==> src/sv/odometry_to_vehicle_state_unit_assert.svh <==
// ---------------------------------------------------------------------------
// Assertion macros for the odometry to vehicle state unit.
// ---------------------------------------------------------------------------
`ifndef ODOMETRY_TO_VEHICLE_STATE_UNIT_ASSERT_SVH
`define ODOMETRY_TO_VEHICLE_STATE_UNIT_ASSERT_SVH

// Same-cycle implication, checked on every rising edge outside reset.
`define OVS_ASSERT_NOW(lbl, ante, cons, msg) \
  lbl: assert property (@(posedge clk_i) disable iff (!rst_ni) (ante) |-> (cons)) \
    else $error(msg);

// Next-cycle implication, checked on every rising edge outside reset.
`define OVS_ASSERT_NEXT(lbl, ante, cons, msg) \
  lbl: assert property (@(posedge clk_i) disable iff (!rst_ni) (ante) |=> (cons)) \
    else $error(msg);

`endif

==> src/sv/ovs_sqrt_cell.sv <==
// ---------------------------------------------------------------------------
// ovs_sqrt_cell
// One digit step of a pipelined integer square root (one root bit a cell).
// ---------------------------------------------------------------------------
module ovs_sqrt_cell #(
  parameter int unsigned N = 16
) (
  input  logic           clk_i,
  input  logic           en_i,
  input  logic [2*N-1:0] rad_i,
  input  logic [N:0]     rem_i,
  input  logic [N-1:0]   root_i,
  output logic [2*N-1:0] rad_o,
  output logic [N:0]     rem_o,
  output logic [N-1:0]   root_o
);

  logic [N+1:0]   rem_t;
  logic [N+1:0]   trial;
  logic           take;
  logic [2*N-1:0] rad_d, rad_q;
  logic [N:0]     rem_d, rem_q;
  logic [N-1:0]   root_d, root_q;

  // Bring down two radicand bits and try the next root bit.
  always_comb begin
    rem_t  = {rem_i[N-1:0], rad_i[2*N-1 -: 2]};
    trial  = {root_i, 2'b01};
    take   = (rem_t >= trial);
    rem_d  = take ? (N+1)'(rem_t - trial) : (N+1)'(rem_t);
    root_d = {root_i[N-2:0], take};
    rad_d  = rad_i << 2;
  end

  always_ff @(posedge clk_i) begin
    if (en_i) begin
      rad_q  <= rad_d;
      rem_q  <= rem_d;
      root_q <= root_d;
    end
  end

  assign rad_o  = rad_q;
  assign rem_o  = rem_q;
  assign root_o = root_q;

endmodule

==> config.mk <==
export PLATFORM = sky130hd
export DESIGN_NAME = ovs_sqrt_cell
export DESIGN_NICKNAME = d
export VERILOG_FILES = /design/src/sv/odometry_to_vehicle_state_unit_assert.svh /design/src/sv/ovs_sqrt_cell.sv
export SDC_FILE = /design/constraint.sdc
export NUM_CORES = 1
export LEC_CHECK = 0
export BUFFER_PORTS_ARGS = -buffer_cell sky130_fd_sc_hd__buf_2
export CAP_MARGIN = 30
export CORE_MARGIN = 4
export CORE_UTILIZATION = 35
export CTS_CLUSTER_SIZE = 40
export DETAILED_ROUTE_END_ITERATION = 6
export HOLD_SLACK_MARGIN = 0.12
export MAX_ROUTING_LAYER = met4
export PLACE_DENSITY = 0.6
export SYNTH_ARGS = -nofsm -noshare
export SYNTH_HDL_FRONTEND = slang
export SYNTH_SLANG_ARGS = --single-unit
==> constraint.sdc <==
create_clock -name clk_i -period 4.22 [get_ports clk_i]
set_input_delay 0.844 -clock clk_i [delete_from_list [all_inputs] [get_ports clk_i]]
set_output_delay 0.844 -clock clk_i [all_outputs]
set_load 0.02 [all_outputs]
# After elaboration in Yosys (flattened, before gate mapping)
# Index checks and enable logic that the tools add are counted.
[totals]
output_inout_bits = 65
rom_bits = 0
reg_bits = 63
latch_bits = 0
ram_bits = 0
inputBits = 67
n_memories = 0
elab_cells = 6
[op_classes]
n_bitwise = 0
add_sub_neg = 1
muxes = 1
n_lt_le_gt_ge = 1
shifts = 0
multipliers = 0
reduce_logical = 0
n_div = 0
n_eq_ne = 0
[op_table]
columns = ["op", "count"]
rows = [
  ["$ge A18 B18 Y1", 1],
  ["$mux W17", 1],
  ["$sub A17 B17 Y17", 1],
]

# Logic depth before layout (Yosys ltp)
# Gate-level depths: netlist (run 1).
[depth]
depth_word = 2
ltp_mapped = 11
depth_no_buf = 9

# Least setup slack after synthesis (run 1)
# No wires, ideal clock.
[synth_path]
kind = "input-to-reg"
startpoint = "input root_i[9]"
endpoint = "register rem_q[10] (netlist: rem_o[10]) (data pin)"
path_stages = 11
setup_ns = 0.260
required_time_ns = 3.960
slack_ns = 1.037
arrival_ns = 2.922
path_buffers = 2
path_cell_list = "inv_1 ha_1 buf_6 a21o_1 a21o_1 a311o_1 o31ai_4 and2_4 buf_12 inv_8 mux2_4"
[synth_between]
elab_chain_len = 2
[synth_rtl]
columns = ["item", "line_no", "rtl"]
rows = [
  ["start, declared", "ovs_sqrt_cell.sv:12", "input logic [N-1:0] root_i,"],
  ["$ge A18 B18 Y1", "ovs_sqrt_cell.sv:29", "take = (rem_t >= trial);"],
  ["net take", "ovs_sqrt_cell.sv:20", "logic take;"],
  ["$mux W17", "ovs_sqrt_cell.sv:30", "rem_d = take ? (N+1)'(rem_t - trial) : (N+1)'(rem_t);"],
  ["net rem_d[10]", "ovs_sqrt_cell.sv:22", "logic [N:0] rem_d, rem_q;"],
  ["end signal, assigned", "ovs_sqrt_cell.sv:38", "rem_q <= rem_d;"],
  ["end, declared", "ovs_sqrt_cell.sv:22", ""],
]
# The timed path passes the listed nets, and every way through them passes these cells.
# A chain may end at the register's enable or synchronous reset.

# Worst setup path after layout (run 1)
[layout_path]
startpoint = "input root_i[0]"
endpoint = "register rem_q[12] (netlist: rem_o[12]) (data pin)"
# Same word-level chain as after synthesis.

==> results of run 1 <==
synthesized netlist by cell type, drive strengths merged (4+ instances only):
cell	count
mux2	9
nor3	4
o21ai	11
nand3	8
ha	18
clkbuf	5
xnor2	8
nor2	9
edfxtp	63
nand2	5
o21a	7
o31ai	7
buf	4
inv	23
a21o	8
a21oi	7
sequential cells by signal, summed over array words and instances, names as in the netlist:
name and flops:
rem_o 17, root_o 16, rad_o 30
path summary, 6_finish.rpt:
kind | slack (ns) | endpoint | depth (start not counted) | start
worst min-delay path | 0.69 | rad_o[8] | 1 | rad_i[6]
worst max-delay path | 1.01 | rem_o[12] | 10 | root_i[0]
per-layer routing:
layer / vias to the layer above / GRT usage [%] / wire [um]
li1: 1179 / - / -
met1: 1118 / 17.3 / 3480
met2: 103 / 22.4 / 3460
met3: 11 / 4.98 / 569
met4: 0 / 4.94 / 120
met5: - / - / 0
power groups by stage:
stage / logic [mW] / clock network (mW) / registers (mW)
final: 0.398 / 0.585 / 0.773
after global routing: 0.433 / 0.635 / 0.778
after CTS: 0.402 / 0.609 / 0.774
after detailed placement: 0.400 / 0 / 0.788
after global placement: 0.396 / 0 / 0.786
after floorplan: 0.185 / 0 / 0.870
metrics by stage:
step	instances	total power, mW
3_3_place_gp	471	1.18
4_1_cts	487	1.78
2_1_floorplan	241	1.06
6_report	487	1.76
5_1_grt	487	1.85
3_5_place_dp	471	1.19
kinds of logic (layout without fill, tap and decap cells):
family          after synthesis  after routing  share of synthesized area (%)
compound gates               61             61                           14.2
mux                          11             11                           4.72
simple gates                 43             43                           7.09
fa+ha+maj                    18             18                           7.01
other cells                   1              2                          0.117
xor+xnor                     11             11                           3.00
flops                        63             63                           58.9
buf+inv                      32            170                           4.95
final cells by class:
class                      instances  area [um2]  share of cell area (%)
clock buffer                       9         124                    2.97
inverter                          23        93.8                    2.25
sequential                        63        1890                    45.4
timing repair buffer             131         663                    15.9
clock inverter                     7        96.3                    2.31
tap                              108         135                    3.24
multi-input combinational        146        1160                    27.9
==> results.ini, run 1 <==
[placement]
gp_congestion=0.858
placed_area_um2=3950
port_buffers=128
dp_worst_setup_slack_ns=0.686
dp_hpwl_um=5730

[floorplanning]
die-area_um2=10800
die_h_um=104
rows=34
num_io_pins=132
die_x_um=104
initial_core_util_pct=36.5
core_um2=8810

[clock_tree]
post_cts_resized=0
clk_pin_slew_ns=0.07
tritoncts=yes
clock_path_buffers=2
cts_setup_buffers=0
cts_sinks=63
htree_num_levels=3
postCtsHoldBufs=0
cts_root_buffer=clkbuf_8
cts_buffers=9

[logic_synthesis]
synth.avg_cell_area_um2=13.4
synth_top_cell_by_area=edfxtp_1
synth-seq-cells=63
synth_area_leaders=edfxtp_1 59%, ha_1 7.0%, mux2_4 3.7%
netlist.area_leader.share_pct=58.9
synth-edff-count=63
synthFlopType=edfxtp_1
ys_seq_area_share_pct=58.9
yosys_warnings=0
syn_area_um2=3210
ys_types=56
ys_async_sr_fraction_pct=0
syn_inst=240

[worst_setup_path]
path_cells=buf_2 > inv_1 > ha_1 > nor2b_1 > o2111ai_1 > a31oi_1 > a21oi_2 > and2_4 > inv_8 > mux2_4
crit_path_end_kind=flop
crit_type=input port to flop
worstPathRequired_ns=4.30
critPathBufInv=3
cp_data_arrival_time_ns=3.29
cp_top_family=compound AO/OA/AOI/OAI gates
start_kind=input port
crit_fanout=10
slowest_stage=a31oi_1
max_stage_delay_ns=0.60

[global_route]
antenna_found_initial=0
grt_usage_pct=14.3
grt_pass1_vias=2403
grt_max_degree=34
overflow=0
grt_pass1_wl_um=11900

[power_and_ir_drop]
p_sw_mw=0.501
switching_share_pct=28.5
ir_drop_uv=161
p_int_mw=1.26
seqPwrFrac_pct=44.0
power_frac_clock_pct=33.3
powerDensity_nw_per_um2=421
p_comb_share_pct=22.6
power_leakage_nw=1.88

[detailed_routing]
drtAntennaViolNets=0
via_count=2411
first_pass_iters=4
remaining_drc_errors=0
wl_per_cell_um=15.7
routed_wl_um=7640
vias_per_cell=4.95
drt_iter0_drc=104

[min_path]
min_path_type=input port to flop

[sta]
grt_setup_unrepaired=no
layout_setup_ws_ns=1.01
setup_viol_count_final=0
fin_setup_tns_ns=0
finalHoldViolations=0
relSlewSlack_pct=48.4
finalCritPeriodShare_pct=76.1
worstMarginPinSlew_ns=0.770
maxSlewViolCount=0
min_period_ns=3.21
fmax_ghz=0.311
holdWs_ns=0.685

[layout]
fin_nets=459
syn2layout_area_growth_pct=29.8
fill_cells=813
final_common_cell=buf_2
diodes=0
final_cell_mix=128 x buf_2, 63 x edfxtp_1, 22 x inv_1, 18 x ha_1, 11 x o21ai_0
final_layout_size_suffix_gt1_share_pct=42.7
final_area_um2=4170
finalCoreUtilization_pct=47.3

[status]
status=finished clean

[run]
max-cap-violations=0

Note: power is estimated with default switching activity, not from simulation.
==> run 2: changes to the inputs <==
Settings changed: ABC_AREA set to 1, PLACE_DENSITY 0.6 to 0.62.
Clock period 4.22 ns to 2.93 ns, I/O delays scaled along.
==> results.ini, run 2 <==
[sta]
worstMarginPinSlew_ns=0.611
relSlewSlack_pct=59.3
maxSlewViolCount=0
layout_setup_ws_ns=0.875
fmax_ghz=0.487
setup_viol_count_final=0
finalHoldViolations=0
holdWs_ns=0.420
fin_setup_tns_ns=0
min_period_ns=2.05
finalCritPeriodShare_pct=70.1
grt_setup_unrepaired=no

[global_route]
grt_pass1_vias=2776
antenna_found_initial=0
grt_max_degree=40
grt_usage_pct=15.2
grt_pass1_wl_um=13200
overflow=0

[worst_setup_path]
crit_path_end_kind=flop
path_cells=buf_2 > inv_1 > ha_1 > nand2_2 > nor2_2 > nand2_1 > o21ai_2 > nand2_4 > nand3_4 > nand2_1 > nand2_1
critPathBufInv=2
crit_type=input port to flop
crit_end=rem_o[4]
crit_top_cell=nand2_1
cp_data_arrival_time_ns=2.26
crit_fanout=18
cp_top_family=simple AND/OR/NAND/NOR gates
crit_cells=11
slowest_stage=ha_1
start_kind=input port
worstPathRequired_ns=3.13
max_stage_delay_ns=0.35
startpoint=root_i[5]

[floorplanning]
die-area_um2=11300
rows=35
die_x_um=106
initial_core_util_pct=36.2
die_h_um=106
core_um2=9330
num_io_pins=132

[detailed_routing]
via_count=2776
drt_iter0_drc=98
remaining_drc_errors=0
routed_wl_um=8130
first_pass_iters=4
drtAntennaViolNets=0
wl_per_cell_um=12.8
vias_per_cell=4.37

[logic_synthesis]
ys_async_sr_fraction_pct=0
synth-seq-cells=63
synth_area_leaders=edfxtp_1 56%, nand2_1 15%, inv_1 7.8%
synthFlopType=edfxtp_1
ys_seq_area_share_pct=56.0
synth_top_cell_by_area=edfxtp_1
synth-edff-count=63
yosys_warnings=0
netlist_top_cells_count=132 x nand2_1, 70 x inv_1, 63 x edfxtp_1
netlist.area_leader.share_pct=56.0
syn_inst=364
yosysMostFrequentCell=nand2_1
ys_types=22
synth.avg_cell_area_um2=9.28
syn_area_um2=3380

[placement]
port_buffers=128
gp_congestion=0.813
dp_hpwl_um=6280
placed_area_um2=4180
dp_worst_setup_slack_ns=0.513

[clock_tree]
cts_root_buffer=clkbuf_8
tritoncts=yes
htree_num_levels=3
post_cts_resized=0
clk_pin_slew_ns=0.07
cts_setup_buffers=0
clock_path_buffers=2
postCtsHoldBufs=0
cts_sinks=63
cts_buffers=9

[power_and_ir_drop]
powerDensity_nw_per_um2=571
power_leakage_nw=2.30
ir_drop_uv=250

[layout]
multi_input_area_um2=1180
syn2layout_area_growth_pct=30.1
seq_area_um2=1890
fin_nets=586
final_common_cell=nand2_1
final_layout_size_suffix_gt1_share_pct=30.8
diodes=0
fill_cells=918
largest_reg_flops=30
final_cell_mix=132 x nand2_1, 128 x buf_2, 70 x inv_1, 63 x edfxtp_1, 20 x nand4_1
final_area_um2=4400

[min_path]
hold_depth=1
min_path_type=input port to flop

[run]
max-cap-violations=0

[status]
status=finished clean

-- run 2: cells by family after synthesis --
logic type,synth area share (%)
AOI/OAI and AO/OA,2.44
and+or+nand+nor,23.9
xor gates and xnor gates,1.81
adders and majority gates,6.66
buffers and inverters,9.11
DFF,56.0
other,0.111
-- run 2: area by class of cell --
class / count / share of cell area, %
Sequential cell: 63 / 43.0
Multi-Input combinational cell: 226 / 26.9
Timing Repair Buffer: 131 / 15.4
Clock buffer: 9 / 2.82
Inverter: 70 / 5.98
Clock inverter: 7 / 2.19
Tap cell: 129 / 3.67
-- run 2: through the flow --
stage	utilization, %	std cells	total power, mW
after global routing	47.1	635	2.66
after CTS	47.1	635	2.55
after floorplan	-	365	1.50
after detailed placement	44.8	619	1.70
final	47.1	635	2.51
after global placement	44.8	619	1.69
-- run 2: worst min path at each step --
stage / slack, ns / to / startpoint
floorplan: 0.68 / rad_o[10] / rad_i[8]
finish: 0.42 / rad_o[2] / rad_i[0]
CTS: 0.40 / rad_o[2] / rad_i[0]
global route: 0.40 / rad_o[31] / rad_i[29]
global placement: 0.76 / rad_o[2] / rad_i[0]
detailed placement: 0.77 / rad_o[27] / rad_i[25]
-- run 2: routing by layer --
layer / wire [um] / track usage, %
met5: 0 / -
met4: 85 / 5.46
met3: 688 / 3.95
met2: 3700 / 24.4
met1: 3660 / 18.7
-- run 2: where the power goes --
| group | switching, mW | internal [mW] |
|---|---|---|
| combinational | 0.368 | 0.195 |
| sequential | 0.0169 | 1.09 |
| clock | 0.357 | 0.480 |
