File: src/sv/odometry_to_vehicle_state_unit_assert.svh
// ---------------------------------------------------------------------------
// Assertion macros for the odometry to vehicle state unit.
// ---------------------------------------------------------------------------
`ifndef ODOMETRY_TO_VEHICLE_STATE_UNIT_ASSERT_SVH
`define ODOMETRY_TO_VEHICLE_STATE_UNIT_ASSERT_SVH

// Same-cycle implication, checked on every rising edge outside reset.
`define OVS_ASSERT_NOW(lbl, ante, cons, msg) \
  lbl: assert property (@(posedge clk_i) disable iff (!rst_ni) (ante) |-> (cons)) \
    else $error(msg);

// Next-cycle implication, checked on every rising edge outside reset.
`define OVS_ASSERT_NEXT(lbl, ante, cons, msg) \
  lbl: assert property (@(posedge clk_i) disable iff (!rst_ni) (ante) |=> (cons)) \
    else $error(msg);

`endif

File: src/sv/ovs_delay.sv
// ---------------------------------------------------------------------------
// ovs_delay
// Shift line that keeps side data level with the arithmetic chains.
// ---------------------------------------------------------------------------
module ovs_delay #(
  parameter int unsigned W = 8,
  parameter int unsigned D = 4
) (
  input  logic         clk_i,
  input  logic         en_i,
  input  logic [W-1:0] d_i,
  output logic [W-1:0] q_o
);

  logic [W-1:0] line_q [D];

  // Advance the whole line whenever the pipeline moves.
  always_ff @(posedge clk_i) begin
    if (en_i) begin
      line_q[0] <= d_i;
      for (int k = 1; k < int'(D); k++) begin
        line_q[k] <= line_q[k-1];
      end
    end
  end

  assign q_o = line_q[D-1];

endmodule

File: config.mk
export PLATFORM = sky130hd
export DESIGN_NAME = ovs_delay
export DESIGN_NICKNAME = d
export VERILOG_FILES = /design/src/sv/odometry_to_vehicle_state_unit_assert.svh /design/src/sv/ovs_delay.sv
export SDC_FILE = /design/constraint.sdc
export NUM_CORES = 1
export LEC_CHECK = 0
export BUFFER_PORTS_ARGS = -buffer_cell sky130_fd_sc_hd__buf_2
export CAP_MARGIN = 20
export CELL_PAD_IN_SITES_DETAIL_PLACEMENT = 0
export CELL_PAD_IN_SITES_GLOBAL_PLACEMENT = 1
export CORE_MARGIN = 8
export CORE_UTILIZATION = 45
export CTS_BUF_LIST = sky130_fd_sc_hd__clkbuf_4 sky130_fd_sc_hd__clkbuf_8 sky130_fd_sc_hd__clkbuf_16
export DETAILED_ROUTE_END_ITERATION = 8
export GPL_TIMING_DRIVEN = 0
export PLACE_DENSITY = 0.72
export SYNTH_ARGS = -nofsm -noshare
export SYNTH_HDL_FRONTEND = slang
export SYNTH_SLANG_ARGS = --single-unit
File: constraint.sdc
create_clock -name clk_i -period 0.8 [get_ports clk_i]
set_input_delay 0.16 -clock clk_i [delete_from_list [all_inputs] [get_ports clk_i]]
set_output_delay 0.16 -clock clk_i [all_outputs]
set_load 0.005 [all_outputs]
== Word-level counts from Yosys, hierarchy flattened ==
Memories as Yosys holds them, arrays and structs flattened.
Index checks and enable logic that the tools add are counted.

* Register bits: 0
* Bits in writable memories: 32
* Bits of input ports: 10
* Logic and storage cells: 3
* Memories kept: 1

* Muxes and demuxes: 2

{| class="wikitable"
|+ Memories
! memory !! words !! bits a word !! rd ports !! clocked after memory_dff !! wr ports !! RTL line !! text
|-
| line_q || 4 || 8 || 4 || 0 || 4 || ovs_delay.sv:15 || <nowiki>logic [W-1:0] line_q [D];</nowiki>
|}

{| class="wikitable"
|+ Operators by type and width
! operator !! number
|-
| 1-bit 2-to-1 mux || 2
|}

== Depth between registers and ports, before layout ==
Gate-level depths: netlist (run 1).

* Depth after elaboration: 2
* Mapped depth: 0
* Depth with buffers taken out: 0

== Worst setup path after synthesis (run 1) ==
Ideal clock, no wire load.

* Path kind: register to register
* Start: memory line_q[0][0]
* End: memory line_q[1][0], data pin
* Setup time: 266 ps
* Arrival: 323 ps
* Data required time: 534 ps
* Slack: 211 ps
* Stages on the path, launching flop included: 1
* Buffers on the path: 0
* Period minus slack after synthesis: 589 ps
* Cells stage by stage: edfxtp_1

{| class="wikitable"
|+ RTL lines
! what !! RTL line
|-
| start, declared || ovs_delay.sv:15
|}

==> flow_summary.ini, run 1 <==
[final_layout]
design_area_mm2 = 0.00117
n_antenna_cell = 0
multi_input_gates = 0
seq_area_um2 = 961
reg.largest.list = line_q x32
final_common_cell = edfxtp_1
layout.nets = 69
area_growth_pct = 21.4
regMostFlops = line_q
largest_register_ffs = 32
multi_input_comb_area_um2 = 0
layout_common_cells = edfxtp_1, buf_2, clkbuf_4
drive_gt1_share_pct = 40.0
n_fill_cell = 149

[synth]
ys_ff_latch = 32
seq_area_frac_synth_pct = 100
synth_area_per_cell_um2 = 30.0
synth_cell_types = 1
yosys.area.top_type = edfxtp_1
yosysWarnings = 0
synth_area_um2 = 961
synth_top_area_share_pct = 100
synth_nets = 42
synthTopCellsByArea = edfxtp_1
netlist_instances = 32

[sta]
finalSetupViolCount = 8
post-route-min-period_ps = 952
tightest_slew_ps = 674
max-slew-margin-rel_pct = 55.1
finalClockSkew_ps = 4.22
hold_violations = 0
hold_slack_ps = 30.0
fmax_ghz = 1.05
slew_violations = 0
layout_setup_ws_ps = -152
fin_crit_sh_pct = 119
rsz0062_at_grt = yes

[clock_tree]
postCtsSetupRepairBufs = 0
cts_buffers = 5
clk_path_buf_depth = 2
cts_tree = done
cts_root_buf = clkbuf_4
numClockSinks = 32
path_clk_slew_ps = 90
h-tree-depth = 2
cts_resized = 0
clk_latency_ps = 300

[status]
failed_checks = negative setup slack
status = finished, violations left

[global_routing]
antenna_found_initial = 0
grt-ovfl-total = 0
grt.total_usage_pct = 5.12
grt_pass1_vias = 390
grt_pass1_wl_um = 1500
grt_max_degree = 33

[drt]
ant_nets = 0
vias = 375
drcViolationCount = 0
first_pass_iters = 4
vias_per_cell = 4.31
wirelength_um = 994
drt_iter0_drc = 10
avgRoutedWirePerCell_um = 11.4

[die]
die_x_um = 62.2
die_area_mm2 = 0.00387
initial_core_util_pct = 48.5
core_area_mm2 = 0.00198
pin_count = 18
placementRows = 16
die_y_um = 62.2

[job]
maxCapViolCount = 0

[pwr]
netSwitchingPower_mw = 0.510
p_per_area_mw_per_mm2 = 2510
leakage_nw = 0.426
swShare_pct = 17.4
ir_worst_vdd_v = 0.00161
p_int_mw = 2.42
clkPwrFrac_pct = 28.9
share_comb_of_total_power_pct = 2.9
p_seq_share_pct = 68.2

[critical_path]
start_kind = flop
cp_cell_sequence = buf_2
arrival_ps = 790
worstSetupEndpointType = output pin
slowest_stage = edfxtp_1
required_ps = 640
crit_type = flop to output pin
cp_max_fo = 1
crit_buf_inv = 1
worst_path_largest_cell_delay_ps = 360
path_delay_family = flip-flops

[hold_path]
hold_class = primary input to flop

[placement]
io_buffers = 17
postPlaceCellArea_mm2 = 0.00108
gp_congestion = 0.596
==> metal layers <==
| layer | routed length, um | global-route usage, % |
|---|---|---|
| met1 | 419 | 4.40 |
| met2 | 422 | 6.99 |
| met3 | 152 | 5.38 |
| met4 | 0 | 3.50 |
| met5 | 0 | 0 |
==> path summary, 6_finish.rpt <==
| check | startpoint | end | slack, ps | cells after the start |
|---|---|---|---|---|
| worst max-delay path | line_q[3][6] | q_o[6] | -150 | 1 |
| worst min-delay path | d_i[3] | line_q[0][3] | 30 | 1 |
| worst max register to register | line_q[1][4] | line_q[2][4] | 170 | 0 |
| worst min register to register | line_q[2][4] | line_q[3][4] | 420 | 0 |
==> cell usage after synthesis (all sizes together) <==
cell type and number:
edfxtp 32
==> what timing repair did <==
| item | CTS | global route |
|---|---|---|
| hold buffers | 0 | 3 |
| setup endpoints to repair | 8 | 8 |
| endpoints found under the hold margin | 0 | 3 |
==> power by group through the flow <==
| stage | registers (mW) | clock network, mW | logic, mW |
|---|---|---|---|
| 3_3_place_gp | 2.03 | 0 | 0.0720 |
| 5_1_grt | 2.01 | 0.954 | 0.0912 |
| 2_1_floorplan | 2.03 | 0 | 0 |
| 6_report | 2.00 | 0.847 | 0.0838 |
| 3_5_place_dp | 2.04 | 0 | 0.0749 |
| 4_1_cts | 2.00 | 0.889 | 0.0749 |
==> kinds of logic (layout without fill, tap and decap cells) <==
family   Yosys count  after routing  share of synthesized area, %
flops             32             32                           100
buf+inv            0             28                             0
==> area by class of cell <==
| type | instances | share of cell area, % |
|---|---|---|
| sequential | 32 | 82.4 |
| timing repair buffer | 20 | 9.87 |
| clock buffer | 7 | 4.51 |
| tap | 27 | 2.90 |
| clock inverter | 1 | 0.322 |
==> through the flow <==
step / utilization [%] / TNS, ps / setup WS (ps) / power (mW) / cells
floorplan: - / 0 / 211 / 2.03 / 32
global placement: 54.5 / -7730 / -242 / 2.10 / 76
detailed placement: 54.5 / -8930 / -280 / 2.11 / 76
CTS: 57.3 / -1340 / -178 / 2.96 / 84
global route: 58.8 / -1610 / -213 / 3.05 / 87
finish: 58.8 / -1150 / -152 / 2.93 / 87
No activity file was read; power rests on OpenSTA's default activity.
==> run 2, diff against run 1 <==
==> constraint.sdc (replaced) <==
create_clock -name clk_i -period 0.8 [get_ports clk_i]
set_input_delay 0.04 -clock clk_i [delete_from_list [all_inputs] [get_ports clk_i]]
set_output_delay 0.04 -clock clk_i [all_outputs]
set_load 0.005 [all_outputs]
==> flow_summary.ini, run 2 (same netlist as run 1, synthesis figures left out) <==
[critical_path]
worst_path_largest_cell_delay_ps = 360
crit_type = flop to output pin
cp_cell_sequence = buf_2
start_kind = flop
slowest_stage = edfxtp_1
arrival_ps = 790
crit_buf_inv = 1
path_delay_family = flip-flops
worstSetupEndpointType = output pin
rr_startpoint = line_q[1][4]
required_ps = 760
cp-startpoint = line_q[3][6]
cp_max_fo = 1

[die]
initial_core_util_pct = 48.5
die_y_um = 62.2
die_x_um = 62.2
placementRows = 16
die_area_mm2 = 0.00387
pin_count = 18
core_area_mm2 = 0.00198

[final_layout]
design_area_mm2 = 0.00122
multi_input_comb_area_um2 = 0
layout.nets = 74
regMostFlops = line_q
reg.largest.list = line_q x32
seq_area_um2 = 961
layout_common_cells = edfxtp_1, buf_2, dlygate4sd3_1
largest_register_ffs = 32
drive_gt1_share_pct = 36.9
area_growth_pct = 26.6
n_antenna_cell = 0
multi_input_gates = 0
n_fill_cell = 145
final_common_cell = edfxtp_1

[sta]
fin_tns_setup_ps = -207
fmax_ghz = 1.20
hold_violations = 0
finalClockSkew_ps = 4.17
slew_violations = 0
layout_setup_ws_ps = -32.4
tightest_slew_ps = 678
finalSetupViolCount = 8
fin_crit_sh_pct = 104
post-route-min-period_ps = 832
max-slew-margin-rel_pct = 54.8
rsz0062_at_grt = yes

[drt]
vias_per_cell = 4.32
vias = 397
ant_nets = 0
first_pass_iters = 5
drt_iter0_drc = 15
drcViolationCount = 0
avgRoutedWirePerCell_um = 11.9
wirelength_um = 1100

[global_routing]
grt_pass1_wl_um = 1640
grt.total_usage_pct = 5.57
antenna_found_initial = 0
grt-ovfl-total = 0
grt_max_degree = 33
grt_pass1_vias = 412

[pwr]
p_per_area_mw_per_mm2 = 2430
leakage_nw = 0.447
fin_total_pwr_mw = 2.95
ir_worst_vdd_v = 0.00164

[clock_tree]
cts_root_buf = clkbuf_4
cts_buffers = 5
cts_tree = done
clk_latency_ps = 300
cts_resized = 0
h-tree-depth = 2
path_clk_slew_ps = 90
clk_path_buf_depth = 2
numClockSinks = 32

[status]
failed_checks = negative setup slack
status = finished, violations left

[placement]
gp_congestion = 0.596
io_buffers = 17
postPlaceCellArea_mm2 = 0.00108

[job]
maxCapViolCount = 0

[hold_path]
hold_class = primary input to flop
holdCritStartpoint = en_i
==> run 2: power by group <==
part | internal (mW) | total [mW] | switching, mW
clock | 0.405 | 0.854 | 0.449
sequential | 1.97 | 2.00 | 0.0228
combinational | 0.0546 | 0.104 | 0.0492
total | 2.43 | 2.95 | 0.521
==> run 2: path summary, 6_finish.rpt <==
kind,end,slack (ps),cells past startpoint
worst max register to register,line_q[2][4],160,0
worst max-delay path,q_o[6],-30,1
worst min register to register,line_q[3][4],420,0
worst min-delay path,line_q[0][6],310,1
==> run 2: final cells by class <==
class | count | area share (%)
sequential | 32 | 79.0
tap | 27 | 2.78
clock inverter | 1 | 0.309
timing repair buffer | 25 | 13.6
clock buffer | 7 | 4.32
==> run 2: metrics by stage <==
stage          cells  setup slack, ps  utilization (%)  hold slack, ps
3_3_place_gp      76             -122             54.5             216
4_1_cts           92            -57.7             61.4             306
5_1_grt           92            -93.3             61.4             317
6_report          92            -32.4             61.4             314
3_5_place_dp      76             -160             54.5             218
2_1_floorplan     32              211                -             139
==> run 2: routing by layer <==
metal / vias up / track usage (%) / wire (um)
met5: - / 0 / 0
met4: 0 / 3.50 / 0
met3: 0 / 5.73 / 160
met2: 21 / 8.28 / 489
met1: 181 / 4.40 / 444
li1: 195 / - / -
==> run 2: repair_timing <==
item,CTS,global route
hold buffers,8,0
endpoints found under the setup margin,8,8
buffers inserted,0,0
hold endpoints to repair,8,0
==> run 3, diff against run 2 <==
CORE_UTILIZATION = 48   (was 45)
PLACE_DENSITY = 0.76   (was 0.72)
clock period = 1 ns   (was 0.8 ns; I/O delays follow)
==> flow_summary.ini, run 3 (same netlist as run 1, synthesis figures left out) <==
[die]
die_x_um = 60.7
die_area_mm2 = 0.00369
core_area_mm2 = 0.00192
placementRows = 16
die_y_um = 60.7
pin_count = 18
initial_core_util_pct = 50.0

[final_layout]
final_common_cell = edfxtp_1
n_antenna_cell = 0
drive_gt1_share_pct = 36.9
multi_input_gates = 0
layout.nets = 74
layout_common_cells = edfxtp_1, buf_2, dlygate4sd3_1
largest_register_ffs = 32
multi_input_comb_area_um2 = 0
regMostFlops = line_q
reg.largest.list = line_q x32
fin_cells = 92
area_growth_pct = 26.6

[drt]
avgRoutedWirePerCell_um = 11.8
drt_iter0_drc = 9
vias = 394
ant_nets = 0
wirelength_um = 1090
first_pass_iters = 4
vias_per_cell = 4.28
drcViolationCount = 0

[clock_tree]
cts_root_buf = clkbuf_4
path_clk_slew_ps = 80
clk_latency_ps = 300
clk_path_buf_depth = 2
postCtsSetupRepairBufs = 0
h-tree-depth = 2
numClockSinks = 32
cts_buffers = 5
cts_tree = done

[status]
status = complete, no violations

[sta]
fin_crit_sh_pct = 84.5
fin_tns_setup_ps = 0
post-route-min-period_ps = 845
slew_violations = 0
finalClockSkew_ps = 3.21
max-slew-margin-rel_pct = 56.0
rsz0062_at_grt = no
fmax_ghz = 1.18
hold_violations = 0
finalSetupViolCount = 0
tightest_slew_ps = 660

[global_routing]
grt-ovfl-total = 0
grt_pass1_wl_um = 1640
grt.total_usage_pct = 6.91
antenna_found_initial = 0
grt_pass1_vias = 407
grt_max_degree = 33

[pwr]
fin_total_pwr_mw = 2.36
p_per_area_mw_per_mm2 = 1940
leakage_nw = 0.447
ir_worst_vdd_v = 0.00123

[critical_path]
crit_type = flop to output pin
cp_cell_sequence = buf_2
arrival_ps = 790
crit_buf_inv = 1
slowest_stage = edfxtp_1
required_ps = 950
start_kind = flop
path_delay_family = flip-flops
cp_max_fo = 1
worstSetupEndpointType = output pin
worst_path_largest_cell_delay_ps = 360

[placement]
dp_cells = 76
gp_congestion = 0.577
io_buffers = 17

[hold_path]
hold_class = primary input to flop

[job]
maxCapViolCount = 0
[run 3: cell counts in the layout (fill, tap and decap cells not counted)]
No cell type changed its count.
[run 3: where the power goes]
part           switching (mW)  internal (mW)  total, mW
registers              0.0184           1.58       1.60
logic                  0.0390         0.0437     0.0827
clock network           0.355          0.324      0.679
total                   0.412           1.95       2.36
[run 3: area by class of cell]
| class | count | area (um2) |
|---|---|---|
| Tap cell | 27 | 33.8 |
| Clock inverter | 1 | 3.75 |
| Sequential cell | 32 | 961 |
| Clock buffer | 7 | 52.6 |
| Fill cell | 152 | 706 |
| Timing Repair Buffer | 25 | 165 |
[run 3: what timing repair did]
item                                   4_1_cts  5_1_grt
endpoints found under the hold margin        8        0
hold buffers                                 8        0
resized for setup                            0        0
[run 3: per-stage QoR]
| step | util, % | instance area, um2 | hold slack (ps) | worst slack, ps |
|---|---|---|---|---|
| 6_report | 63.3 | 1220 | 312 | 155 |
| 5_1_grt | 63.3 | 1220 | 326 | 82.3 |
| 4_1_cts | 63.3 | 1220 | 307 | 132 |
| 3_5_place_dp | 56.2 | 1080 | 228 | 37.5 |
| 3_3_place_gp | 56.2 | 1080 | 226 | 63.9 |
| 2_1_floorplan | - | 961 | 149 | 411 |
[run 3: layer usage]
layer | GRT usage [%] | vias up | wire length [um]
li1 | - | 193 | -
met2 | 10.4 | 21 | 509
met4 | 6.98 | 0 | 27
met1 | 6.08 | 176 | 404
met5 | 0 | - | 0
met3 | 4.24 | 4 | 144
[run 3: final timing paths]
path	from	cells after the start	slack (ps)	end
max reg2reg	line_q[2][7]	0	370	line_q[3][7]
max	line_q[3][0]	1	160	q_o[0]
min reg2reg	line_q[0][7]	0	420	line_q[1][7]
min	en_i	1	310	line_q[1][2]
