`config.mk`:
```
export PLATFORM = sky130hd
export DESIGN_NAME = ovs_div_cell
export DESIGN_NICKNAME = d
export VERILOG_FILES = /design/src/sv/odometry_to_vehicle_state_unit_assert.svh /design/src/sv/ovs_div_cell.sv
export SDC_FILE = /design/constraint.sdc
export NUM_CORES = 1
export LEC_CHECK = 0
export BUFFER_PORTS_ARGS = -buffer_cell sky130_fd_sc_hd__buf_4
export CORE_MARGIN = 8
export CORE_UTILIZATION = 50
export CTS_CLUSTER_DIAMETER = 60
export CTS_CLUSTER_SIZE = 20
export DETAILED_ROUTE_END_ITERATION = 10
export GPL_TIMING_DRIVEN = 0
export HOLD_SLACK_MARGIN = 0.06
export PLACE_DENSITY = 0.85
export SYNTH_ARGS = -nofsm -noshare
export SYNTH_HDL_FRONTEND = slang
export SYNTH_SLANG_ARGS = --single-unit
```
`constraint.sdc`:
```
create_clock -name clk_i -period 6.4 [get_ports clk_i]
set_input_delay 0.96 -clock clk_i [delete_from_list [all_inputs] [get_ports clk_i]]
set_output_delay 0.96 -clock clk_i [all_outputs]
set_load 0.01 [all_outputs]
```
`src/sv/odometry_to_vehicle_state_unit_assert.svh`:
```
// ---------------------------------------------------------------------------
// Assertion macros for the odometry to vehicle state unit.
// ---------------------------------------------------------------------------
`ifndef ODOMETRY_TO_VEHICLE_STATE_UNIT_ASSERT_SVH
`define ODOMETRY_TO_VEHICLE_STATE_UNIT_ASSERT_SVH

// Same-cycle implication, checked on every rising edge outside reset.
`define OVS_ASSERT_NOW(lbl, ante, cons, msg) \
  lbl: assert property (@(posedge clk_i) disable iff (!rst_ni) (ante) |-> (cons)) \
    else $error(msg);

// Next-cycle implication, checked on every rising edge outside reset.
`define OVS_ASSERT_NEXT(lbl, ante, cons, msg) \
  lbl: assert property (@(posedge clk_i) disable iff (!rst_ni) (ante) |=> (cons)) \
    else $error(msg);

`endif

```
`src/sv/ovs_div_cell.sv`:
```
// ---------------------------------------------------------------------------
// ovs_div_cell
// One restoring step of a pipelined unsigned divider (one quotient bit).
// ---------------------------------------------------------------------------
module ovs_div_cell #(
  parameter int unsigned NW = 25,
  parameter int unsigned DW = 17
) (
  input  logic          clk_i,
  input  logic          en_i,
  input  logic [NW-1:0] num_i,
  input  logic [DW-1:0] den_i,
  input  logic [DW-1:0] rem_i,
  input  logic [NW-1:0] quo_i,
  output logic [NW-1:0] num_o,
  output logic [DW-1:0] den_o,
  output logic [DW-1:0] rem_o,
  output logic [NW-1:0] quo_o
);

  logic [DW:0]   rem_t;
  logic          take;
  logic [NW-1:0] num_q, quo_q, quo_d;
  logic [DW-1:0] den_q, rem_q, rem_d;

  // Shift in the next numerator bit and subtract when the divisor fits.
  always_comb begin
    rem_t = {rem_i, num_i[NW-1]};
    take  = (rem_t >= {1'b0, den_i});
    rem_d = take ? DW'(rem_t - {1'b0, den_i}) : DW'(rem_t);
    quo_d = {quo_i[NW-2:0], take};
  end

  always_ff @(posedge clk_i) begin
    if (en_i) begin
      num_q <= num_i << 1;
      den_q <= den_i;
      rem_q <= rem_d;
      quo_q <= quo_d;
    end
  end

  assign num_o = num_q;
  assign den_o = den_q;
  assign rem_o = rem_q;
  assign quo_o = quo_q;

endmodule

```
# Yosys cells after proc, flatten, opt, wreduce, memory -nomap -nowiden
# Cells that the tools add are included.
# word_totals
output_inout_bits	84
mem_bits_ro	0
reg_bits	83
ramBits	0
latchBits	0
memories	0
# op_classes
n_shift	0
n_lt_le_gt_ge	1
n_reduce_logical	0
n_mul	0
mux	1
n_eq_ne	0
n_div	0
bitwise_logic	0
addsub	1
# ops
cell	count
$ge A18 B17 Y1	1
$mux W17	1
$sub A17 B17 Y17	1

# Longest topological paths before layout
# Gate-level depths: netlist of the first run.
# logic_depth
word_depth	2
depth_mapped	12
mapped_depth_nobuf	11

# Least setup slack after synthesis of the first run
# No wires, ideal clock.
# synth_path
path_type	input port to flip-flop
start	input port num_i[24]
end	register rem_q[10] (netlist: rem_o[10]) (data pin)
path_buffers	1
path_slack_ns	3.332
setup_ns	0.260
t_arrival_ns	2.807
stages	12
cell_sequence	inv_1 -> ha_1 -> inv_1 -> fa_1 -> a21oi_1 -> or3_4 -> a21oi_4 -> o21bai_4 -> and2_4 -> buf_12 -> inv_12 -> mux2_4
# synth_via
elab_chain_cells	2
# synth_lines
item	line	text
from (decl)	ovs_div_cell.sv:11	input logic [NW-1:0] num_i,
$ge A18 B17 Y1	ovs_div_cell.sv:29	take = (rem_t >= {1'b0, den_i});
via take	ovs_div_cell.sv:22	logic take;
$mux W17	ovs_div_cell.sv:30	rem_d = take ? DW'(rem_t - {1'b0, den_i}) : DW'(rem_t);
via rem_d[10]	ovs_div_cell.sv:24	logic [DW-1:0] den_q, rem_q, rem_d;
to (signal assigned)	ovs_div_cell.sv:38	rem_q <= rem_d;
to (decl)	ovs_div_cell.sv:24	
# The timed path passes the listed nets, and every way through them passes these cells.
# A chain may end at the register's enable or synchronous reset.

# Worst setup path after layout of the first run
# layout_path
start	input port num_i[24]
end	register rem_q[9] (netlist: rem_o[9]) (data pin)
# Same word-level chain as after synthesis.

==> summary.txt, run 1 <==
Routing
  • Via count: 2604
  • DR WL/cell: 20.1 um
  • Drt total wl: 10500 um
  • Antenna Violating Nets Remaining: 0
  • Remaining DRCs: 0
  • First-pass DRT Iterations: 4
  • Via/cell ratio: 5.02
  • DR iter-0 viols: 108

Clock tree
  • CTS tree: built
  • CTS Buf Count: 9
  • Clock root buffer: clkbuf_8
  • Resized cells post-CTS: 0
  • Clock transition at path regs: 0.09 ns
  • Clock Path Buffers: 2
  • Clock Sinks: 83
  • H-tree Lvls: 3
  • Hold_buf cts: 0
  • Postcts setup bufs: 0

Layout
  • Fillers: 483
  • Finished Layout Cells: 519
  • Most common cell after layout, fill and taps aside: buf_4
  • Layout cells sized above 1: 0.493
  • Antenna cells: 0
  • Area Growth Syn to Fin: 43.4%
  • Fin nets: 519
  • Final Instance Area: 5290 sq um
  • Most frequent cells in the layout: buf_4 (168), edfxtp_1 (83), inv_1 (22)

Hold path
  • Hold Path Class: input pin to flop
  • Hold endpoint: quo_o[4]
  • Hold_sp: quo_i[3]
  • Worst Hold Depth: 1

Synthesis
  • Mean Syn Cell Area: 15.6 sq um
  • Netlist Area Pre-Place: 3690 sq um
  • Synth Instances: 237
  • Yosys cell types: 47
  • Async S/R FF share, synth: 0
  • Synthesized flop and latch total: 83
  • EDFF count, synth: 83
  • Synth top area cells: edfxtp_1 (68%), ha_1 (5.8%), mux2_4 (4.1%), inv_1 (2.2%), xnor2_1 (1.9%)
  • Dominant synthesized flop cell: edfxtp_1
  • Top cell type's share of synthesized area: 0.676
  • Syn_nets: 341
  • YS warnings: 0
  • Sequential area share after synthesis: 0.676
  • Most area-hungry cell type in the Yosys netlist: edfxtp_1

Floorplanning
  • Die area: 10400 sq um
  • I/O pin count: 170
  • Die Width: 102 um
  • Num rows: 31
  • Core ar.: 7210 sq um
  • Initial Util: 0.511
  • DIE HEIGHT: 102 um

Outcome
  • Outcome: finished, final reports clean

Timing
  • Worst-Margin Slew: 1.00 ns
  • # setup viols final: 0
  • TNS Setup: 0 ns
  • Final hold vios: 0
  • Max-slew violation count: 0
  • Period utilization: 0.488
  • RSZ-0062 raised after global routing: no
  • Min cycle time layout: 3.12 ns
  • Slew Limit Headroom: 0.330
  • Fmax: 320 MHz

Placed design
  • RePlAce Congestion: 0.863
  • DP Cell Count: 503
  • Post-DP HPWL: 8290 um
  • I/O Buffers: 167
  • Area post-placement: 5060 sq um

Critical path
  • Crit path arrival time: 3.22 ns
  • Critical Path Slowest Stage Cell: fa_1
  • Crit end category: flop
  • Largest stage delay, worst path: 0.40 ns
  • CP Launch Type: input pin
  • CP Max Fanout: 10
  • CP Class: input pin to flop
  • Cell mode on critical path: inv_1
  • Critical Path RT: 6.50 ns
  • Crit path cell chain: buf_4 > inv_1 > ha_1 > inv_1 > fa_1 > a21oi_1 > or3_4 > a21oi_4 > o21bai_4 > and2_4 > buf_12 > inv_12 > mux2_4

Job
  • Total of max-cap violations: 0

Global route
  • Gr usage total: 0.203
  • Vias in the first global route: 2737
  • Total congestion overflow: 0
  • First-pass GRT wire length: 15500 um
  • Initial antenna violation count: 0
  • Largest net degree at the start of global routing: 84

Power and ir drop
  • Power consumption: 1380 uW
  • Pleak: 0.00232 uW
  • Pwr Density: 261 nW/um^2
  • Peak VDD IR: 0.152 mV
-- cell families after synthesis --
family	after synthesis	share of synthesized area
other	1	0.00102
adders and majority gates	18	0.0631
muxes	11	0.0434
buffers and inverters	25	0.0343
xor gates and xnor gates	11	0.0261
and+or+nand+nor	41	0.0601
AOI/OAI and AO/OA	47	0.0957
DFF	83	0.676
-- where the power goes --
part	switching [uW]	total (uW)	internal, uW
sequential	16.3	676	660
combinational	135	289	154
clock	194	416	222
-- how the worst max path moves through the flow --
stage	start	to	slack, ns	depth (start not counted)
global route	num_i[24]	rem_o[9]	3.12	13
CTS	num_i[24]	rem_o[9]	3.27	13
detailed placement	num_i[24]	rem_o[9]	2.90	13
global placement	num_i[24]	rem_o[4]	2.95	13
floorplan	num_i[24]	rem_o[10]	3.33	12
finish	num_i[24]	rem_o[9]	3.28	13
-- cell type report --
class,instances,area [sq um],share of cell area
plain buffers,2,27.5,0.00521
clock buffers,9,124,0.0234
clock inverters,7,100,0.0189
inverters,23,98.8,0.0187
multi-input cells,129,1070,0.202
flip-flops and latches,83,2490,0.471
well taps,99,124,0.0234
repair buffers,167,1250,0.237
-- synthesized netlist by cell type (2+ instances only) --
master / number
inv_1: 22
a21o_1: 3
xor2_1: 3
nor3_1: 4
o21bai_1: 2
o21ai_0: 7
mux2_4: 10
and2_1: 3
ha_1: 17
o31ai_2: 3
o21a_1: 2
edfxtp_1: 83
a21oi_1: 13
nand3_1: 7
a21boi_0: 3
nand2b_1: 3
nand2_1: 9
o2bb2ai_1: 2
nor2_1: 6
xnor2_1: 8
-- metrics by stage --
step	utilization	hold slack (ns)	worst slack [ns]
6_report	0.733	0.770	3.28
3_3_place_gp	0.702	1.14	2.95
3_5_place_dp	0.702	1.14	2.90
4_1_cts	0.733	0.757	3.27
5_1_grt	0.733	0.748	3.12
2_1_floorplan	-	1.06	3.33
-- registers in the layout (all words and copies together) (netlist names) --
register	flops
quo_o	25
num_o	24
den_o	17
rem_o	17
-- worst max-delay path, delay by kind of cell --
family | cells | cell delay [ns]
buffers and inverters | 5 | 0.43
adder cells (fa/ha/maj) | 2 | 0.57
AND/OR/NAND/NOR | 2 | 0.39
AO/OA/AOI/OAI | 3 | 0.57
multiplexers | 1 | 0.29
-- metal layers --
layer | GRT usage | share of wire | vias up | wire length, um
met2 | 0.363 | 0.51 | 137 | 5330
met3 | 0.0967 | 0.12 | 13 | 1250
li1 | - | - | 1248 | -
met4 | 0.0587 | 0.014 | 0 | 142
met1 | 0.206 | 0.36 | 1206 | 3730
met5 | 0 | 0 | - | 0
Note: power is estimated with default switching activity, not from simulation.
==> run 2, diff against run 1 <==
CORE_UTILIZATION = 42   (was 50)
PLACE_DENSITY = 0.76   (was 0.85)
clock period = 2.5 ns   (was 6.4 ns; I/O delays follow)
==> summary.txt, run 2 (synthesized netlist as in run 1, its figures left out) <==
Placed design
  • DP Cell Count: 512
  • Post-DP HPWL: 8030 um
  • Pre-CTS setup slack: -0.395 ns
  • I/O Buffers: 167
  • RePlAce Congestion: 0.776

Timing
  • TNS Setup: 0 ns
  • RSZ-0062 raised after global routing: no
  • Worst hold slack: 0.192 ns
  • Period utilization: 0.938
  • # setup viols final: 0
  • Fmax: 427 MHz
  • Max-slew violation count: 0
  • Slew Limit Headroom: 0.293
  • Final hold vios: 0
  • Final setup margin: 0.155 ns
  • Min cycle time layout: 2.34 ns
  • Worst-Margin Slew: 1.06 ns

Routing
  • DR iter-0 viols: 158
  • Drt total wl: 10200 um
  • Via/cell ratio: 4.99
  • Via count: 2646
  • DR WL/cell: 19.3 um
  • Antenna Violating Nets Remaining: 0
  • Remaining DRCs: 0
  • First-pass DRT Iterations: 4

Critical path
  • Crit path cell chain: buf_4 > inv_1 > ha_1 > inv_1 > fa_1 > a21oi_2 > or3_4 > a21oi_4 > o21bai_4 > and2_4 > buf_12 > inv_12 > mux2_4
  • Critical Path Slowest Stage Cell: fa_1
  • CP Max Fanout: 10
  • Largest stage delay, worst path: 0.42 ns
  • Cell mode on critical path: inv_1
  • Crit end category: flop
  • Critical Path RT: 2.60 ns
  • Crit path arrival time: 2.45 ns
  • CP Class: input pin to flop
  • CP Launch Type: input pin

Global route
  • Vias in the first global route: 2723
  • Largest net degree at the start of global routing: 84
  • First-pass GRT wire length: 14700 um
  • Gr usage total: 0.163
  • GR Util met3: 0.0639
  • Initial antenna violation count: 0
  • Busiest layer in global routing: met2
  • Total congestion overflow: 0
  • Global-route track usage on met1: 0.179
  • GR Layer Usage met2: 0.280

Clock tree
  • Hold_buf cts: 0
  • Clock Path Buffers: 2
  • Clock root buffer: clkbuf_8
  • Clock transition at path regs: 0.09 ns
  • CTS tree: built
  • H-tree Lvls: 3
  • CTS Buf Count: 9
  • Clock Sinks: 83

Layout
  • Antenna cells: 0
  • Most frequent cells in the layout: buf_4 (171), edfxtp_1 (83), inv_1 (22)
  • Most common cell after layout, fill and taps aside: buf_4
  • Area Growth Syn to Fin: 44.1%
  • Finished Layout Cells: 530
  • Layout cells sized above 1: 0.498
  • Max reg flops: 25
  • Fin nets: 522

Hold path
  • Worst Hold Depth: 1
  • Hold endpoint: quo_o[4]
  • Hold_sp: quo_i[3]
  • Hold Path Class: input pin to flop

Power and ir drop
  • Switching portion of total power: 0.249
  • Combinational power share: 0.211
  • Switch Pwr: 878 uW
  • Sequential cell fraction of total power: 0.490
  • Pleak: 0.00233 uW
  • Peak VDD IR: 0.253 mV
  • P_int: 2650 uW
  • Clock share of power: 0.299
  • Pwr Density: 663 nW/um^2

Floorplanning
  • Die Width: 110 um
  • I/O pin count: 170
  • Num rows: 34
  • Core ar.: 8640 sq um
  • Initial Util: 0.427
  • Die area: 12000 sq um
  • DIE HEIGHT: 110 um

Outcome
  • Outcome: finished, final reports clean

Job
  • Total of max-cap violations: 0
==> run 2: power by group through the flow <==
stage | Clock, uW | Sequential (uW) | Combinational (uW)
detailed placement | 0 | 1760 | 746
global route | 1130 | 1740 | 802
finish | 1060 | 1730 | 742
global placement | 0 | 1750 | 731
CTS | 1070 | 1730 | 749
floorplan | 0 | 1830 | 277
==> run 2: worst max path at each step <==
stage                     startpoint   endpoint  slack (ns)  cells past startpoint
after floorplan            num_i[24]  rem_o[10]        0.02                     12
after global placement     num_i[24]   rem_o[4]       -0.36                     13
after detailed placement   num_i[24]   rem_o[5]       -0.39                     13
after CTS                  num_i[24]   rem_o[9]        0.05                     13
after global routing       num_i[24]   rem_o[4]        0.05                     13
final                      num_i[24]   rem_o[9]        0.16                     13
==> run 2: area by class of cell <==
| class | instances | area (sq um) |
|---|---|---|
| well taps | 108 | 135 |
| fillers | 659 | 3320 |
| plain buffers | 2 | 27.5 |
| clock buffers | 9 | 124 |
| multi-input cells | 129 | 1070 |
| flip-flops and latches | 83 | 2490 |
| clock inverters | 6 | 87.6 |
| repair buffers | 170 | 1280 |
| inverters | 23 | 98.8 |
==> run 2: layer usage <==
| metal | share of wire | vias to the layer above |
|---|---|---|
| met3 | 0.12 | 14 |
| met4 | 0.016 | 0 |
| met2 | 0.49 | 123 |
| met1 | 0.38 | 1258 |
| li1 | - | 1251 |
| met5 | 0 | - |
==> run 2: timing repair <==
action                                  in CTS  in global routing
buffers inserted                             0                  3
pin swaps                                    0                  1
endpoints found under the setup margin       9                  9
gates resized for setup                      1                  0
==> run 2: critical path, delay by kind of cell <==
kind / cells / cell delay (ns)
buf+inv: 5 / 0.42
mux: 1 / 0.29
compound gates: 3 / 0.43
simple gates: 2 / 0.34
fa+ha+maj: 2 / 0.59
==> run 2: per-stage QoR <==
step                power, uW  utilization  area, sq um
floorplan                2100            -         3690
global placement         2490        0.588         5070
detailed placement       2510        0.588         5070
CTS                      3550        0.613         5290
global route             3670        0.615         5310
finish                   3520        0.615         5310
==> run 3, diff against run 2 <==
SLEW_MARGIN = 10   (was not set)
clock period = 2.05 ns   (was 2.5 ns; I/O delays follow)
==> summary.txt, run 3 (synthesized netlist as in run 1, its figures left out) <==
Critical path
  • Crit path cell chain: buf_8 > inv_8 > ha_4 > inv_2 > fa_2 > a21oi_4 > or3_4 > a21oi_4 > o21bai_4 > and2_4 > inv_12 > mux2_4
  • Crit path arrival time: 2.14 ns
  • Crit path buf inv count: 4
  • CP Launch Type: input pin
  • CP Max Fanout: 5
  • CP Class: input pin to flop
  • Critical Path Slowest Stage Cell: or3_4
  • Largest stage delay, worst path: 0.40 ns
  • Critical Path RT: 2.15 ns
  • Cell family contributing the most delay on the critical path: simple AND/OR/NAND/NOR gates
  • Worst setup path startpoint: num_i[24]
  • Crit end category: flop
  • Cell mode on critical path: a21oi_4

Routing
  • Via/cell ratio: 4.92
  • DR WL/cell: 18.5 um
  • DR iter-0 viols: 161
  • Remaining DRCs: 0
  • Via count: 2641
  • First-pass DRT Iterations: 4
  • Antenna Violating Nets Remaining: 0
  • Drt total wl: 9920 um

Floorplanning
  • DIE HEIGHT: 110 um
  • Die area: 12000 sq um
  • Die Width: 110 um
  • Num rows: 34
  • I/O pin count: 170
  • Initial Util: 0.427
  • Core ar.: 8640 sq um

Placed design
  • I/O Buffers: 167
  • RePlAce Congestion: 0.769
  • DP Cell Count: 512
  • Post-DP HPWL: 7660 um
  • Area post-placement: 5100 sq um

Layout
  • Antenna cells: 0
  • Fillers: 636
  • Most frequent cells in the layout: buf_4 (175), edfxtp_1 (83), inv_1 (20)
  • Layout cells sized above 1: 0.536
  • Final Instance Area: 5480 sq um
  • Finished Layout Cells: 537
  • Fin nets: 528
  • Most common cell after layout, fill and taps aside: buf_4
  • Area Growth Syn to Fin: 48.7%
  • Max reg flops: 25

Hold path
  • Hold_sp: num_i[16]
  • Hold Path Class: input pin to flop

Timing
  • Final hold vios: 0
  • Worst hold slack: 0.130 ns
  • RSZ-0062 raised after global routing: yes
  • TNS Setup: 0 ns
  • Min cycle time layout: 2.03 ns
  • Fmax: 492 MHz
  • Max-slew violation count: 0
  • Slew Limit Headroom: 0.309
  • # setup viols final: 0
  • Worst-Margin Slew: 1.04 ns
  • Period utilization: 0.991

Clock tree
  • Hold_buf cts: 0
  • Clock Sinks: 83
  • H-tree Lvls: 3
  • Clock Path Buffers: 2
  • CTS tree: built
  • Clock root buffer: clkbuf_8
  • Clock transition at path regs: 0.09 ns
  • CTS Buf Count: 9

Global route
  • First-pass GRT wire length: 14600 um
  • Global-route track usage on met1: 0.185
  • Vias in the first global route: 2731
  • GR Layer Usage met2: 0.270
  • Busiest layer in global routing: met2
  • Gr usage total: 0.159
  • GR Util met3: 0.0451
  • Initial antenna violation count: 0
  • Total congestion overflow: 0
  • Largest net degree at the start of global routing: 84

Outcome
  • Outcome: finished, final reports clean

Power and ir drop
  • Pleak: 0.00236 uW
  • Pwr Density: 776 nW/um^2
  • Peak VDD IR: 0.317 mV

Job
  • Total of max-cap violations: 0
==> run 3: cell types whose count changed in the layout (fill, tap and decap cells not counted), sizes merged <==
cell and change:
clkinvlp +3, bufinv -1, clkbuf +1, buf +5, inv +1, clkinv -2
==> run 3: cell type report <==
class                      count  area [sq um]  area share
sequential                    83          2490       0.455
timing repair buffer         176          1330       0.243
multi-input combinational    129          1200       0.218
tap                          108           135      0.0247
clock buffer                  10           128      0.0233
inverter                      23           106      0.0194
clock inverter                 6          72.6      0.0132
timing repair inverter         1          11.3     0.00205
buffer                         1          7.51     0.00137
==> run 3: per-stage QoR <==
stage               worst slack, ns  power, uW   util
floorplan                    -0.312       2570      -
global placement             -0.625       3030  0.591
detailed placement           -0.589       3060  0.591
CTS                         0.00510       4280  0.629
global route                -0.0140       4450  0.635
finish                       0.0174       4250  0.635
==> run 3: worst paths after layout <==
check | cells past startpoint | slack, ns | to
setup / recovery | 12 | 0.02 | rem_o[4]
hold / removal | 1 | 0.13 | num_o[17]
==> run 3: where the power goes <==
group	internal, uW	switching (uW)
clock	576	618
combinational	517	442
sequential	2060	43.4
total	3150	1100
==> run 3: per-layer routing <==
layer  vias up  wire length [um]  part of all wire
li1       1265                 -                 -
met3        13              1040              0.11
met1      1242              3880              0.39
met5         -                 0                 0
met4         0               178             0.018
met2       121              4820              0.49
==> run 3: repair_timing <==
action | in CTS | in global routing
pin swaps | 7 | 0
buffers inserted | 6 | 3
setup endpoints to repair | 10 | 16
gates cloned | 1 | 0
gates resized for setup | 13 | 5
